$ cat src/sv/pidsd_pkg.sv
// ----------------------------------------------------------------------------
// pidsd_pkg: shared definitions for the steering PID block
// Default widths, register indexes, reset values and the control group of
// the shared multiply-accumulate unit.
// ----------------------------------------------------------------------------
package pidsd_pkg;

  // Default structural widths.
  localparam int ERROR_WIDTH_DEF    = 16;
  localparam int SUM_WIDTH_DEF      = 32;
  localparam int GAIN_FRAC_BITS_DEF = 8;

  // Register file layout.
  localparam int CFG_DATA_W  = 16;
  localparam int CFG_INDEX_W = 3;
  localparam int GAIN_W      = 16;
  localparam int SPEED_W     = 8;
  localparam int PERIOD_W    = 16;
  localparam int COMPARE_W   = 16;
  localparam int DRIVE_OUT_W = 16;

  localparam logic [CFG_INDEX_W-1:0] REG_PROP_GAIN   = 3'd0;
  localparam logic [CFG_INDEX_W-1:0] REG_INTEG_GAIN  = 3'd1;
  localparam logic [CFG_INDEX_W-1:0] REG_DERIV_GAIN  = 3'd2;
  localparam logic [CFG_INDEX_W-1:0] REG_DRIVE_LIMIT = 3'd3;
  localparam logic [CFG_INDEX_W-1:0] REG_BASE_SPEED  = 3'd4;
  localparam logic [CFG_INDEX_W-1:0] REG_SPEED_MAX   = 3'd5;
  localparam logic [CFG_INDEX_W-1:0] REG_PWM_PERIOD  = 3'd6;

  localparam logic [GAIN_W-1:0]   PROP_GAIN_RST   = 16'd2560;
  localparam logic [GAIN_W-1:0]   INTEG_GAIN_RST  = 16'd102;
  localparam logic [GAIN_W-1:0]   DERIV_GAIN_RST  = 16'd0;
  localparam logic [SPEED_W-1:0]  DRIVE_LIMIT_RST = 8'd80;
  localparam logic [SPEED_W-1:0]  BASE_SPEED_RST  = 8'd80;
  localparam logic [SPEED_W-1:0]  SPEED_MAX_RST   = 8'd80;
  localparam logic [PERIOD_W-1:0] PWM_PERIOD_RST  = 16'd8000;

  // Division by 100 as a multiply by ceil(2^31/100) and a shift by 31.
  // Exact for dividends below 2^24 (speed times period).
  localparam int RECIP_SHIFT = 31;
  localparam int RECIP_W     = 25;
  localparam logic [RECIP_W-1:0] RECIP_MULT = 25'd21474837;

  // Multiplier digit width and byte-shift select width.
  localparam int DIGIT_W = 8;
  localparam int SHIFT_W = 2;

  // Control group of the multiply-accumulate unit.
  typedef struct packed {
    logic               en;     // perform one accumulate step
    logic               clear;  // start a fresh sum with this product
    logic [SHIFT_W-1:0] shift;  // product weight in whole bytes
  } mac_ctrl_t;

endpackage

$ cat src/sv/pid_steering_differential_pwm_top.sv
// ----------------------------------------------------------------------------
// pid_steering_differential_pwm_top: steering PID with differential PWM
// Usage: one signed line error request enters on the input channel
// (in_valid, in_stall, line_error) once per control tick. The block updates
// its saturating error sum and previous error, forms the clamped drive value
// from the three gains, mixes it into right and left speeds and scales each
// speed to a 16-bit PWM compare value. One result request leaves on the
// output channel (out_valid, out_stall) with right_compare, left_compare,
// drive_value and integral_saturated.
// The single shared byte-by-operand multiplier does 6 steps for the three
// gain products and 4 steps per motor for the period product and the
// division by 100. in_stall is high while an item is in work. A finished
// result sits in the output register; if the receiver stalls, the sequencer
// waits with the next result until the register is free. Reset clears the
// sum, the previous error, the sequencer and out_valid, and loads the
// register defaults. The user must write registers through the port
// cfg_write/cfg_index/cfg_data only while the block is idle; the block
// itself does not enforce this.
// ----------------------------------------------------------------------------
module pid_steering_differential_pwm_top #(
  parameter int ERROR_WIDTH    = pidsd_pkg::ERROR_WIDTH_DEF,
  parameter int SUM_WIDTH      = pidsd_pkg::SUM_WIDTH_DEF,
  parameter int GAIN_FRAC_BITS = pidsd_pkg::GAIN_FRAC_BITS_DEF
) (
  input  logic                                 clk,
  input  logic                                 rst,
  // Configuration write port.
  input  logic                                 cfg_write,
  input  logic [pidsd_pkg::CFG_INDEX_W-1:0]    cfg_index,
  input  logic [pidsd_pkg::CFG_DATA_W-1:0]     cfg_data,
  // Input channel.
  input  logic                                 in_valid,
  output logic                                 in_stall,
  input  logic signed [ERROR_WIDTH-1:0]        line_error,
  // Output channel.
  output logic                                 out_valid,
  input  logic                                 out_stall,
  output logic [pidsd_pkg::COMPARE_W-1:0]      right_compare,
  output logic [pidsd_pkg::COMPARE_W-1:0]      left_compare,
  output logic [pidsd_pkg::DRIVE_OUT_W-1:0]    drive_value,
  output logic                                 integral_saturated
);
  import pidsd_pkg::*;

  // Derived widths.
  localparam int D_W     = ERROR_WIDTH + 1;
  localparam int SW      = ((SUM_WIDTH > ERROR_WIDTH) ? SUM_WIDTH : ERROR_WIDTH) + 1;
  localparam int OPW0    = (SUM_WIDTH > D_W) ? SUM_WIDTH : D_W;
  localparam int OPW     = (OPW0 > 32) ? OPW0 : 32;
  localparam int ACC_W   = OPW + 19;
  localparam int DRIVE_W = SPEED_W + GAIN_FRAC_BITS;
  localparam int QW      = DRIVE_W + 2;
  localparam int CMP_W   = ACC_W - RECIP_SHIFT;
  localparam int X_W     = SPEED_W + PERIOD_W;

  // Sequencer codes.
  localparam logic [2:0] ST_IDLE  = 3'd0;
  localparam logic [2:0] ST_PID   = 3'd1;
  localparam logic [2:0] ST_CLAMP = 3'd2;
  localparam logic [2:0] ST_SPEED = 3'd3;
  localparam logic [2:0] ST_DIV   = 3'd4;
  localparam logic [2:0] ST_STORE = 3'd5;
  localparam logic [2:0] ST_DONE  = 3'd6;

  localparam logic [2:0] PID_LAST = 3'd5;
  localparam logic [2:0] DIV_LAST = 3'd2;

  localparam logic signed [SUM_WIDTH-1:0] SUM_MAX = {1'b0, {(SUM_WIDTH-1){1'b1}}};
  localparam logic signed [SUM_WIDTH-1:0] SUM_MIN = {1'b1, {(SUM_WIDTH-1){1'b0}}};

  // Configuration registers.
  logic [GAIN_W-1:0]   prop_gain;
  logic [GAIN_W-1:0]   integ_gain;
  logic [GAIN_W-1:0]   deriv_gain;
  logic [SPEED_W-1:0]  drive_limit;
  logic [SPEED_W-1:0]  base_speed;
  logic [SPEED_W-1:0]  speed_max;
  logic [PERIOD_W-1:0] pwm_period;

  // Controller state and work registers.
  logic [2:0]                   state;
  logic [2:0]                   step;
  logic                         side;
  logic signed [SUM_WIDTH-1:0]  error_sum;
  logic signed [ERROR_WIDTH-1:0] last_error;
  logic signed [ERROR_WIDTH-1:0] err;
  logic signed [D_W-1:0]        diff;
  logic                         sat;
  logic [DRIVE_W-1:0]           drive;
  logic [X_W-1:0]               xval;
  logic [COMPARE_W-1:0]         right_cmp;
  logic [COMPARE_W-1:0]         left_cmp;

  // Datapath signals.
  logic                         in_accept;
  logic                         out_free;
  logic signed [SW-1:0]         sum_wide;
  logic [SW-SUM_WIDTH:0]        sum_top;
  logic                         sum_ovf;
  logic signed [SUM_WIDTH-1:0]  sum_sat;
  logic signed [D_W-1:0]        diff_next;
  mac_ctrl_t                    mac_ctrl;
  logic [DIGIT_W-1:0]           mac_digit;
  logic signed [OPW-1:0]        mac_operand;
  logic signed [ACC_W-1:0]      acc;
  logic [GAIN_W-1:0]            gain_sel;
  logic [DRIVE_W-1:0]           lim;
  logic signed [ACC_W-1:0]      lim_acc;
  logic [DRIVE_W-1:0]           drive_next;
  logic signed [QW-1:0]         base_q;
  logic signed [QW-1:0]         drive_q;
  logic signed [QW-1:0]         speed_q;
  logic signed [QW-1:0]         speed_whole;
  logic signed [QW-1:0]         max_q;
  logic [SPEED_W-1:0]           speed;
  logic [CMP_W-1:0]             cmp_wide;
  logic [COMPARE_W-1:0]         cmp;

  assign in_stall  = (state != ST_IDLE);
  assign in_accept = in_valid && !in_stall;
  assign out_free  = !out_valid || !out_stall;

  // Configuration writes; an index beyond the list is ignored.
  always_ff @(posedge clk) begin
    if (rst) begin
      prop_gain   <= PROP_GAIN_RST;
      integ_gain  <= INTEG_GAIN_RST;
      deriv_gain  <= DERIV_GAIN_RST;
      drive_limit <= DRIVE_LIMIT_RST;
      base_speed  <= BASE_SPEED_RST;
      speed_max   <= SPEED_MAX_RST;
      pwm_period  <= PWM_PERIOD_RST;
    end else if (cfg_write) begin
      case (cfg_index)
        REG_PROP_GAIN:   prop_gain   <= cfg_data[GAIN_W-1:0];
        REG_INTEG_GAIN:  integ_gain  <= cfg_data[GAIN_W-1:0];
        REG_DERIV_GAIN:  deriv_gain  <= cfg_data[GAIN_W-1:0];
        REG_DRIVE_LIMIT: drive_limit <= cfg_data[SPEED_W-1:0];
        REG_BASE_SPEED:  base_speed  <= cfg_data[SPEED_W-1:0];
        REG_SPEED_MAX:   speed_max   <= cfg_data[SPEED_W-1:0];
        REG_PWM_PERIOD:  pwm_period  <= cfg_data[PERIOD_W-1:0];
        default: ;
      endcase
    end
  end

  // Saturating error sum and first difference of the new sample.
  always_comb begin
    sum_wide  = SW'(error_sum) + SW'(line_error);
    sum_top   = sum_wide[SW-1:SUM_WIDTH-1];
    sum_ovf   = !((&sum_top) || (~|sum_top));
    sum_sat   = sum_ovf ? (sum_wide[SW-1] ? SUM_MIN : SUM_MAX)
                        : sum_wide[SUM_WIDTH-1:0];
    diff_next = D_W'(line_error) - D_W'(last_error);
  end

  // Clamp of the accumulated controller output to 0..limit.
  always_comb begin
    lim     = DRIVE_W'(drive_limit) << GAIN_FRAC_BITS;
    lim_acc = ACC_W'(lim);
    if (acc < 0) begin
      drive_next = '0;
    end else if (acc > lim_acc) begin
      drive_next = lim;
    end else begin
      drive_next = acc[DRIVE_W-1:0];
    end
  end

  // Steering mix and speed clamp; side 0 is the right motor.
  always_comb begin
    base_q      = QW'(DRIVE_W'(base_speed) << GAIN_FRAC_BITS);
    drive_q     = QW'(drive);
    speed_q     = side ? (base_q - drive_q) : (base_q + drive_q);
    speed_whole = speed_q >>> GAIN_FRAC_BITS;
    max_q       = QW'(speed_max);
    if (speed_q < 0) begin
      speed = '0;
    end else if (speed_whole > max_q) begin
      speed = speed_max;
    end else begin
      speed = speed_whole[SPEED_W-1:0];
    end
  end

  // Quotient by 100 from the accumulator, saturated to the compare width.
  always_comb begin
    cmp_wide = acc[ACC_W-1:RECIP_SHIFT];
    cmp      = (|cmp_wide[CMP_W-1:COMPARE_W]) ? {COMPARE_W{1'b1}}
                                               : cmp_wide[COMPARE_W-1:0];
  end

  // Operand selection for the shared multiplier.
  always_comb begin
    case (step[2:1])
      2'd0:    gain_sel = prop_gain;
      2'd1:    gain_sel = integ_gain;
      2'd2:    gain_sel = deriv_gain;
      default: gain_sel = '0;
    endcase
    mac_ctrl    = '0;
    mac_digit   = '0;
    mac_operand = '0;
    case (state)
      ST_PID: begin
        mac_ctrl.en    = 1'b1;
        mac_ctrl.clear = (step == 3'd0);
        mac_ctrl.shift = SHIFT_W'(step[0]);
        mac_digit      = step[0] ? gain_sel[15:8] : gain_sel[7:0];
        case (step[2:1])
          2'd0:    mac_operand = OPW'(err);
          2'd1:    mac_operand = OPW'(error_sum);
          default: mac_operand = OPW'(diff);
        endcase
      end
      ST_SPEED: begin
        mac_ctrl.en    = 1'b1;
        mac_ctrl.clear = 1'b1;
        mac_digit      = speed;
        mac_operand    = OPW'(pwm_period);
      end
      ST_DIV: begin
        mac_ctrl.en    = 1'b1;
        mac_ctrl.clear = (step == 3'd0);
        mac_ctrl.shift = step[SHIFT_W-1:0];
        mac_operand    = OPW'(RECIP_MULT);
        case (step[1:0])
          2'd0:    mac_digit = acc[7:0];
          2'd1:    mac_digit = xval[15:8];
          default: mac_digit = xval[23:16];
        endcase
      end
      default: ;
    endcase
  end

  pidsd_mac #(
    .B_W   (OPW),
    .ACC_W (ACC_W)
  ) u_mac (
    .clk     (clk),
    .ctrl    (mac_ctrl),
    .digit   (mac_digit),
    .operand (mac_operand),
    .acc     (acc)
  );

  // Sequencer and controller state.
  always_ff @(posedge clk) begin
    if (rst) begin
      state      <= ST_IDLE;
      step       <= '0;
      side       <= 1'b0;
      error_sum  <= '0;
      last_error <= '0;
      out_valid  <= 1'b0;
    end else begin
      if (state == ST_DONE && out_free) begin
        out_valid <= 1'b1;
      end else if (out_valid && !out_stall) begin
        out_valid <= 1'b0;
      end
      case (state)
        ST_IDLE: begin
          if (in_accept) begin
            error_sum  <= sum_sat;
            last_error <= line_error;
            state      <= ST_PID;
            step       <= '0;
          end
        end
        ST_PID: begin
          if (step == PID_LAST) begin
            state <= ST_CLAMP;
            step  <= '0;
          end else begin
            step <= step + 3'd1;
          end
        end
        ST_CLAMP: begin
          side  <= 1'b0;
          state <= ST_SPEED;
        end
        ST_SPEED: begin
          state <= ST_DIV;
          step  <= '0;
        end
        ST_DIV: begin
          if (step == DIV_LAST) begin
            state <= ST_STORE;
            step  <= '0;
          end else begin
            step <= step + 3'd1;
          end
        end
        ST_STORE: begin
          if (side) begin
            state <= ST_DONE;
          end else begin
            side  <= 1'b1;
            state <= ST_SPEED;
          end
        end
        ST_DONE: begin
          if (out_free) begin
            state <= ST_IDLE;
          end
        end
        default: state <= ST_IDLE;
      endcase
    end
  end

  // Work registers and the output register.
  always_ff @(posedge clk) begin
    if (in_accept) begin
      err  <= line_error;
      diff <= diff_next;
      sat  <= sum_ovf;
    end
    if (state == ST_CLAMP) begin
      drive <= drive_next;
    end
    if (state == ST_DIV && step == 3'd0) begin
      xval <= acc[X_W-1:0];
    end
    if (state == ST_STORE && !side) begin
      right_cmp <= cmp;
    end
    if (state == ST_STORE && side) begin
      left_cmp <= cmp;
    end
    if (state == ST_DONE && out_free) begin
      right_compare      <= right_cmp;
      left_compare       <= left_cmp;
      drive_value        <= DRIVE_OUT_W'(drive);
      integral_saturated <= sat;
    end
  end

  // The clamped drive never exceeds the configured limit.
  a_drive_limit: assert property (@(posedge clk) disable iff (rst)
    (state == ST_DONE) |-> (drive <= lim))
    else $error("drive above limit");

  // A new result appears only from the final sequencer state.
  a_result_source: assert property (@(posedge clk) disable iff (rst)
    (out_valid && !$past(out_valid)) |-> ($past(state) == ST_DONE))
    else $error("result without completed item");

  // An accepted request starts the gain products at the first step.
  a_start: assert property (@(posedge clk) disable iff (rst)
    in_accept |=> (state == ST_PID && step == 3'd0))
    else $error("sequencer did not start");

endmodule

$ cat src/sv/pidsd_mac.sv
// ----------------------------------------------------------------------------
// pidsd_mac: shared multiply-accumulate unit
// Multiplies an unsigned byte digit by a signed operand, weights the product
// by a whole number of bytes and adds it into a signed accumulator.
// ----------------------------------------------------------------------------
module pidsd_mac #(
  parameter int B_W   = 32,
  parameter int ACC_W = 51
) (
  input  logic                   clk,
  input  pidsd_pkg::mac_ctrl_t   ctrl,
  input  logic [pidsd_pkg::DIGIT_W-1:0] digit,
  input  logic signed [B_W-1:0]  operand,
  output logic signed [ACC_W-1:0] acc
);
  import pidsd_pkg::*;

  logic signed [DIGIT_W+B_W:0] prod;
  logic signed [ACC_W-1:0]     prod_ext;
  logic signed [ACC_W-1:0]     prod_shifted;
  logic signed [ACC_W-1:0]     acc_base;
  logic signed [ACC_W-1:0]     acc_next;

  // One digit product, weighted and added into the running sum.
  always_comb begin
    prod         = $signed({1'b0, digit}) * operand;
    prod_ext     = ACC_W'(prod);
    prod_shifted = prod_ext <<< {ctrl.shift, 3'b000};
    acc_base     = ctrl.clear ? '0 : acc;
    acc_next     = acc_base + prod_shifted;
  end

  // Accumulator is payload only; the sequencer always clears before use.
  always_ff @(posedge clk) begin
    if (ctrl.en) begin
      acc <= acc_next;
    end
  end

endmodule

$ cat config.mk
export PLATFORM = sky130hd
export DESIGN_NAME = pid_steering_differential_pwm_top
export DESIGN_NICKNAME = d
export VERILOG_FILES = /design/src/sv/pidsd_pkg.sv /design/src/sv/pid_steering_differential_pwm_top.sv /design/src/sv/pidsd_mac.sv
export SDC_FILE = /design/constraint.sdc
export NUM_CORES = 2
export LEC_CHECK = 0
export BUFFER_PORTS_ARGS = -buffer_cell sky130_fd_sc_hd__buf_2
export CORE_MARGIN = 3
export CORE_UTILIZATION = 55
export DETAILED_ROUTE_END_ITERATION = 16
export PLACE_DENSITY = 0.75
export SLEW_MARGIN = 0
export SYNTH_ARGS = -nofsm -noshare
export SYNTH_HDL_FRONTEND = slang
export SYNTH_HIERARCHICAL = 1
export SYNTH_SLANG_ARGS = --single-unit
$ cat constraint.sdc
create_clock -name clk -period 10.06 [get_ports clk]
set_clock_uncertainty 0.2 [all_clocks]
set_input_delay 0 -clock clk [delete_from_list [all_inputs] [get_ports clk]]
set_output_delay 0 -clock clk [all_outputs]
set_load 0.01 [all_outputs]
Word level (Yosys, flattened, before mapping)
Index checks and enable logic that the tools add are counted.

Logic and storage cells: 126. Flip-flop bits (word level): 350. Input bits: 40.

Order comparisons: 4. Mux-type cells: 29. Shift-type cells: 1. Reduce and logical (&&, ||, !) cells: 38. Multiply operators: 1. Equality and inequality tests: 21. Add/subtract/negate cells: 6.

Operators by type and width (number): 32-bit case mux with 3 select lines (1); 32-bit two-way mux (2); 32-bit case mux with 2 select lines (1); 51-bit adder (1); 51-bit by 17-bit > comparator with 1-bit output (1); 51-bit by 1-bit less-than comparator with 1-bit output (second input constant) (1); 51-bit two-way mux (1); 41-bit by 5-bit <<< shifter with 51-bit output (1); 16-bit case mux with 3 select lines (1); 9-bit by 32-bit multiplier with 41-bit output (1); 16-bit by 16-bit subtractor with 17-bit output (2); 32-bit by 16-bit adder with 33-bit output (1); 16-bit two-way mux (2); 3-bit two-way mux (8); 8-bit two-way mux (3); 8-bit case mux with 3 select lines (1); 3-bit == test (second input constant) (7); 3-bit case mux with 7 select lines (1); 2-bit AND reduction (10); 18-bit by 1-bit less-than comparator with 1-bit output (second input constant) (1); 18-bit two-way mux (1); 16-bit by 16-bit adder with 17-bit output (1); 8-bit case mux with 2 select lines (1); 3-bit by 2-bit == test with 1-bit output (second input constant) (5); other kinds (21) (45).

Longest topological paths before layout
Depth after elaboration: 9. Mapped depth: 52.

Hierarchy
Netlist, hierarchy kept.

By module, submodules not included: pid_steering_differential_pwm_top (area each 15559.9 µm², cells an instance 1636, instances 1); pidsd_mac (area each 14279.9 µm², cells an instance 1686, instances 1).

Worst setup path before layout
OpenSTA, ideal clock, no wires.

Path kind: reg2reg. Start: register drive[8]. End: register u_mac.acc[50], data pin. Period minus slack after synthesis: 11.046 ns. Stages on the path, launching flop included: 47. Arrival: 10.578 ns. Path buffers: 2. Path slack: -0.986 ns. Cells stage by stage: edfxtp_1 -> inv_1 -> ha_1 -> a31oi_1 -> o21bai_1 -> a2111oi_0 -> nor2_1 -> a21oi_1 -> xnor2_1 -> ha_1 -> o21ai_0 -> nand2b_1 -> a211oi_1 -> o22a_1 -> clkbuf_1 -> mux2_2 -> o221ai_1 -> clkbuf_1 -> [... 11 more ...] -> a21oi_1 -> o221a_2 -> nand2_1 -> a221oi_1 -> o31ai_1 -> a311oi_1 -> xor2_1 -> o21ai_0 -> ha_1 -> a21oi_1 -> nor3b_1 -> o21ai_0 -> a22oi_1 -> nand2b_1 -> a41oi_1 -> o21ai_0 -> a221oi_1 -> xnor3_1.

Cells in the longest elaborated chain, start to end: 9. Elaborated cells on any way between the ends: 11.

Ends and longest elaborated chain: from (decl) (line pid_steering_differential_pwm_top.sv:89) `logic [DRIVE_W-1:0] drive;`; from (signal assigned) (line pid_steering_differential_pwm_top.sv:322) `drive <= drive_next;`; 16-bit by 16-bit adder with 17-bit output / 16-bit by 16-bit subtractor with 17-bit output (equally long branches) (line pid_steering_differential_pwm_top.sv:174) `speed_q = side ? (base_q - drive_q) : (base_q + drive_q);`; 18-bit two-way mux (*) (line pid_steering_differential_pwm_top.sv:174); 10-bit by 9-bit > comparator with 1-bit output (line pid_steering_differential_pwm_top.sv:179) `end else if (speed_whole > max_q) begin`; 8-bit two-way mux (line pid_steering_differential_pwm_top.sv:179); 8-bit two-way mux (*) (line pid_steering_differential_pwm_top.sv:177) `if (speed_q < 0) begin`; 8-bit case mux with 3 select lines (*) (line pid_steering_differential_pwm_top.sv:204) `case (state)`; via mac_digit[0] (line pid_steering_differential_pwm_top.sv:103) `logic [DIGIT_W-1:0] mac_digit;`; 9-bit by 32-bit multiplier with 41-bit output (*) (line pidsd_mac.sv:26) `prod = $signed({1'b0, digit}) * operand;`; 41-bit by 5-bit <<< shifter with 51-bit output (*) (line pidsd_mac.sv:28) `prod_shifted = prod_ext <<< {ctrl.shift, 3'b000};`; 51-bit adder (*) (line pidsd_mac.sv:30) `acc_next = acc_base + prod_shifted;`; via u_mac.acc_next[50] (line pidsd_mac.sv:22) `logic signed [ACC_W-1:0] acc_next;`; to (signal assigned) (line pidsd_mac.sv:36) `acc <= acc_next;`; to (decl) (line pidsd_mac.sv:14) `output logic signed [ACC_W-1:0] acc`.

Mark *: on every way through the listed nets, which the timed path passes. The rest lies on a longest branch. A chain may end at the register's enable or synchronous reset.

Final worst setup path
Start: register drive[1]. End: register u_mac.acc[50], data pin.

Same word-level chain as after synthesis.

==> results.md <==
* Failing checks: negative setup slack
* Static Leak at 17.16 nW
* DP HPWL at 64700 um
* Status: finished, violations left
* Final wirelength at 91100 um
* RSZ-0062 raised after global routing: true
* Pin count of the biggest net entering global routing at 82
* Most common cell after layout, fill and taps aside: buf_4
* Slew headroom at 0.2083
* Clk root buf: clkbuf_16
* Dpl ws at -1.203 ns
* Crit path launch type: register
* Pwr Density at 255.9 nW/um^2
* Syn nets at 3776
* Main synth FF type: edfxtp_1
* Max-slew violations at 0
* Top cell family by delay on the critical path: compound AO/OA/AOI/OAI gates
* Synthesized area at 29840 um^2
* Die Ht at 238.9 um
* Yosys cell types at 98
* Fin crit period at 10.90 ns
* WP data arrival at 11.02 ns
* H-tree depth at 2
* Fin nets at 4331
* Synth warn at 6
* Layout cells sized above 1 at 0.2694
* Slowest-stage cell, CP: fa_1
* EDFF count, synth at 198
* Initial core utilization at 0.5622
* Clock slew at reported path FFs at 0.06 ns
* Initial antenna violation count at 0
* Via count at 27060
* Row Count at 84
* Maximum clock insertion buffer count at 3
* Total gr overflow at 0
* CP most frequent cell: buf_4
* Clock Latency Late Sink at 0.61 ns
* Fin crit share at 1.083
* Leading cell types in the layout, fill and taps excluded: buf_4, nand2_1, inv_1
* Total track usage at 0.3107
* Final Hold Viols at 0
* I/O Buffers at 90
* Peak VDD IR at 0.0002189 V
* Avg Cell Area, Syn at 8.983 um^2
* Worst-path fanout max at 6
* Setup TNS at -14.77 ns
* Crit. End Element: register
* Synthesized instance count at 3322
* Placer Congestion at 0.9352
* Die width at 238.9 um
* DRC Markers at 0
* Die area at 57090 um^2
* Async SR Flop Fraction at 0
* Filler cells at 3606
* Seq/Total Area, Yosys at 0.2959
* Detail-routed via count per cell at 5.887
* Final WS setup at -0.8398 ns
* I/O pin count at 91
* Peak Freq at 91.74 MHz
* First-pass GRT wire length at 143000 um
* Num CTS Buffers at 40
* CP Class: register to register
* Flop and latch count out of synthesis at 342
* CP max stage delay at 0.55 ns
* # setup viols final at 30
* Average wire per standard cell at 19.82 um
* Antenna-violating nets left at 0
* Hold Path Class: input pin to register
* Core Box Area at 53080 um^2
* # diodes at 0
* Pre-Repair DR Iteration Count at 6
* Max cap viols at 0
* Area grow syn2layout at 28.62%
* Initial DRC count at 2671
* # clock sinks at 342
* Worst path required time at 10.18 ns
* Vias in the first global route at 27440
* CTS tree: yes
* WP buf/inv at 12
* Least-Margin Pin Slew at 1.187 ns
## registers in the layout (all words and copies together), names as in the netlist, 3 cells and up
register and flops:
integ_gain 16, speed_max 8, xval 16, error_sum 32, drive 16, err 16
step 3, drive_limit 8, prop_gain 16, last_error 16, pwm_period 16, base_speed 8
left_cmp 16, state 3, right_compare 16, diff 17, u_mac/acc 51, right_cmp 16
left_compare 16, drive_value 16, deriv_gain 16
## power by group
group / switching [mW] / internal, mW / total [mW]
registers: 0.257 / 1.92 / 2.18
logic: 3.38 / 2.82 / 6.20
clock network: 0.642 / 0.803 / 1.45
total: 4.28 / 5.54 / 9.82
## per-layer routing
| layer | GRT usage | part of all wire | vias to the layer above |
|---|---|---|---|
| li1 | - | - | 12420 |
| met1 | 0.4024 | 0.40 | 13270 |
| met2 | 0.5363 | 0.49 | 1139 |
| met3 | 0.04569 | 0.074 | 228 |
| met4 | 0.1034 | 0.033 | 0 |
| met5 | 0 | 0 | - |
## per-stage QoR
step / std cells / instance area [um^2] / power [mW] / utilization / hold WS [ns]
5_1_grt: 4597 / 38380 / 10.38 / 0.7231 / 0.03228
2_1_floorplan: 3322 / 30010 / 5.373 / - / -0.1011
6_report: 4597 / 38380 / 9.820 / 0.7231 / 0.03018
3_3_place_gp: 4358 / 33890 / 7.196 / 0.6384 / 0.06473
3_5_place_dp: 4358 / 33890 / 7.343 / 0.6384 / 0.06891
4_1_cts: 4552 / 37110 / 9.273 / 0.6993 / 0.0003410
## synth_stat cells (all sizes together) (12+ instances only)
master    n  share of area
mux2     15         0.0057
nand3    36         0.0060
nor3     28         0.0047
o211ai   17         0.0043
nor2b    75          0.016
a211oi   49          0.017
o31ai    13         0.0045
mux2i    65          0.022
edfxtp  198           0.20
nand2   437          0.055
a221o    12         0.0040
buf      24         0.0044
xor2     38          0.011
fa      202           0.14
o21bai   19         0.0048
nor2    213          0.027
ha      212          0.089
clkbuf  121          0.015
o21a     24         0.0060
o21ai   112          0.019
nor4     15         0.0031
xnor2    93          0.028
a21o     54          0.014
nand4    23         0.0048
maj3     31          0.012
inv     356          0.045
dfxtp   144          0.097
nand2b   43         0.0090
nand3b   18         0.0045
a21oi   308          0.052
and2    170          0.036
## cell families (layout without fill, tap and decap cells)
kind of cell,count (synthesis),count (layout),share of synthesized area
and+or+nand+nor,1099,1099,0.1753
AOI/OAI and AO/OA,719,721,0.1597
buffers and inverters,503,1088,0.06470
adders and majority gates,445,445,0.2360
DFF,342,342,0.2959
xor gates and xnor gates,132,132,0.03946
muxes,82,82,0.02897
## layout make-up
class,instances,area (um^2),area share
clock buffer,47,1027,0.02677
clock inverter,27,266.5,0.006944
inverter,358,1346,0.03508
multi-input combinational,2479,20930,0.5452
sequential,342,8831,0.2301
tap,688,860.8,0.02243
timing repair buffer,656,5122,0.1335
## worst register-to-register path: cells and delay by family (launching register included)
kind,cells,cell delay [ns]
AO/OA/AOI/OAI,19,3.77
adder cells (fa/ha/maj),7,2.98
buffers and inverters,12,1.28
AND/OR/NAND/NOR,8,1.02
XOR/XNOR,3,0.66
flip-flops,1,0.44
multiplexers,1,0.30
## worst paths after layout
path | cells after the start | startpoint | to | slack [ns]
worst max-delay path | 50 | drive[1] | u_mac/acc[50] | -0.84
worst min-delay path | 4 | cfg_data[8] | deriv_gain[8] | 0.03
worst max register to register | 50 | drive[1] | u_mac/acc[50] | -0.84
worst min register to register | 0 | right_cmp[14] | right_compare[14] | 0.19
## repair_timing
| action | CTS | global route |
|---|---|---|
| setup buffers | 60 | 49 |
| hold buffers | 57 | 0 |
| gates resized for setup | 189 | 201 |
| gates cloned | 3 | 3 |
| setup endpoints to repair | 34 | 38 |
| endpoints found under the hold margin | 158 | 0 |
| pin swaps | 124 | 126 |
Note: power is estimated with default switching activity, not from simulation.
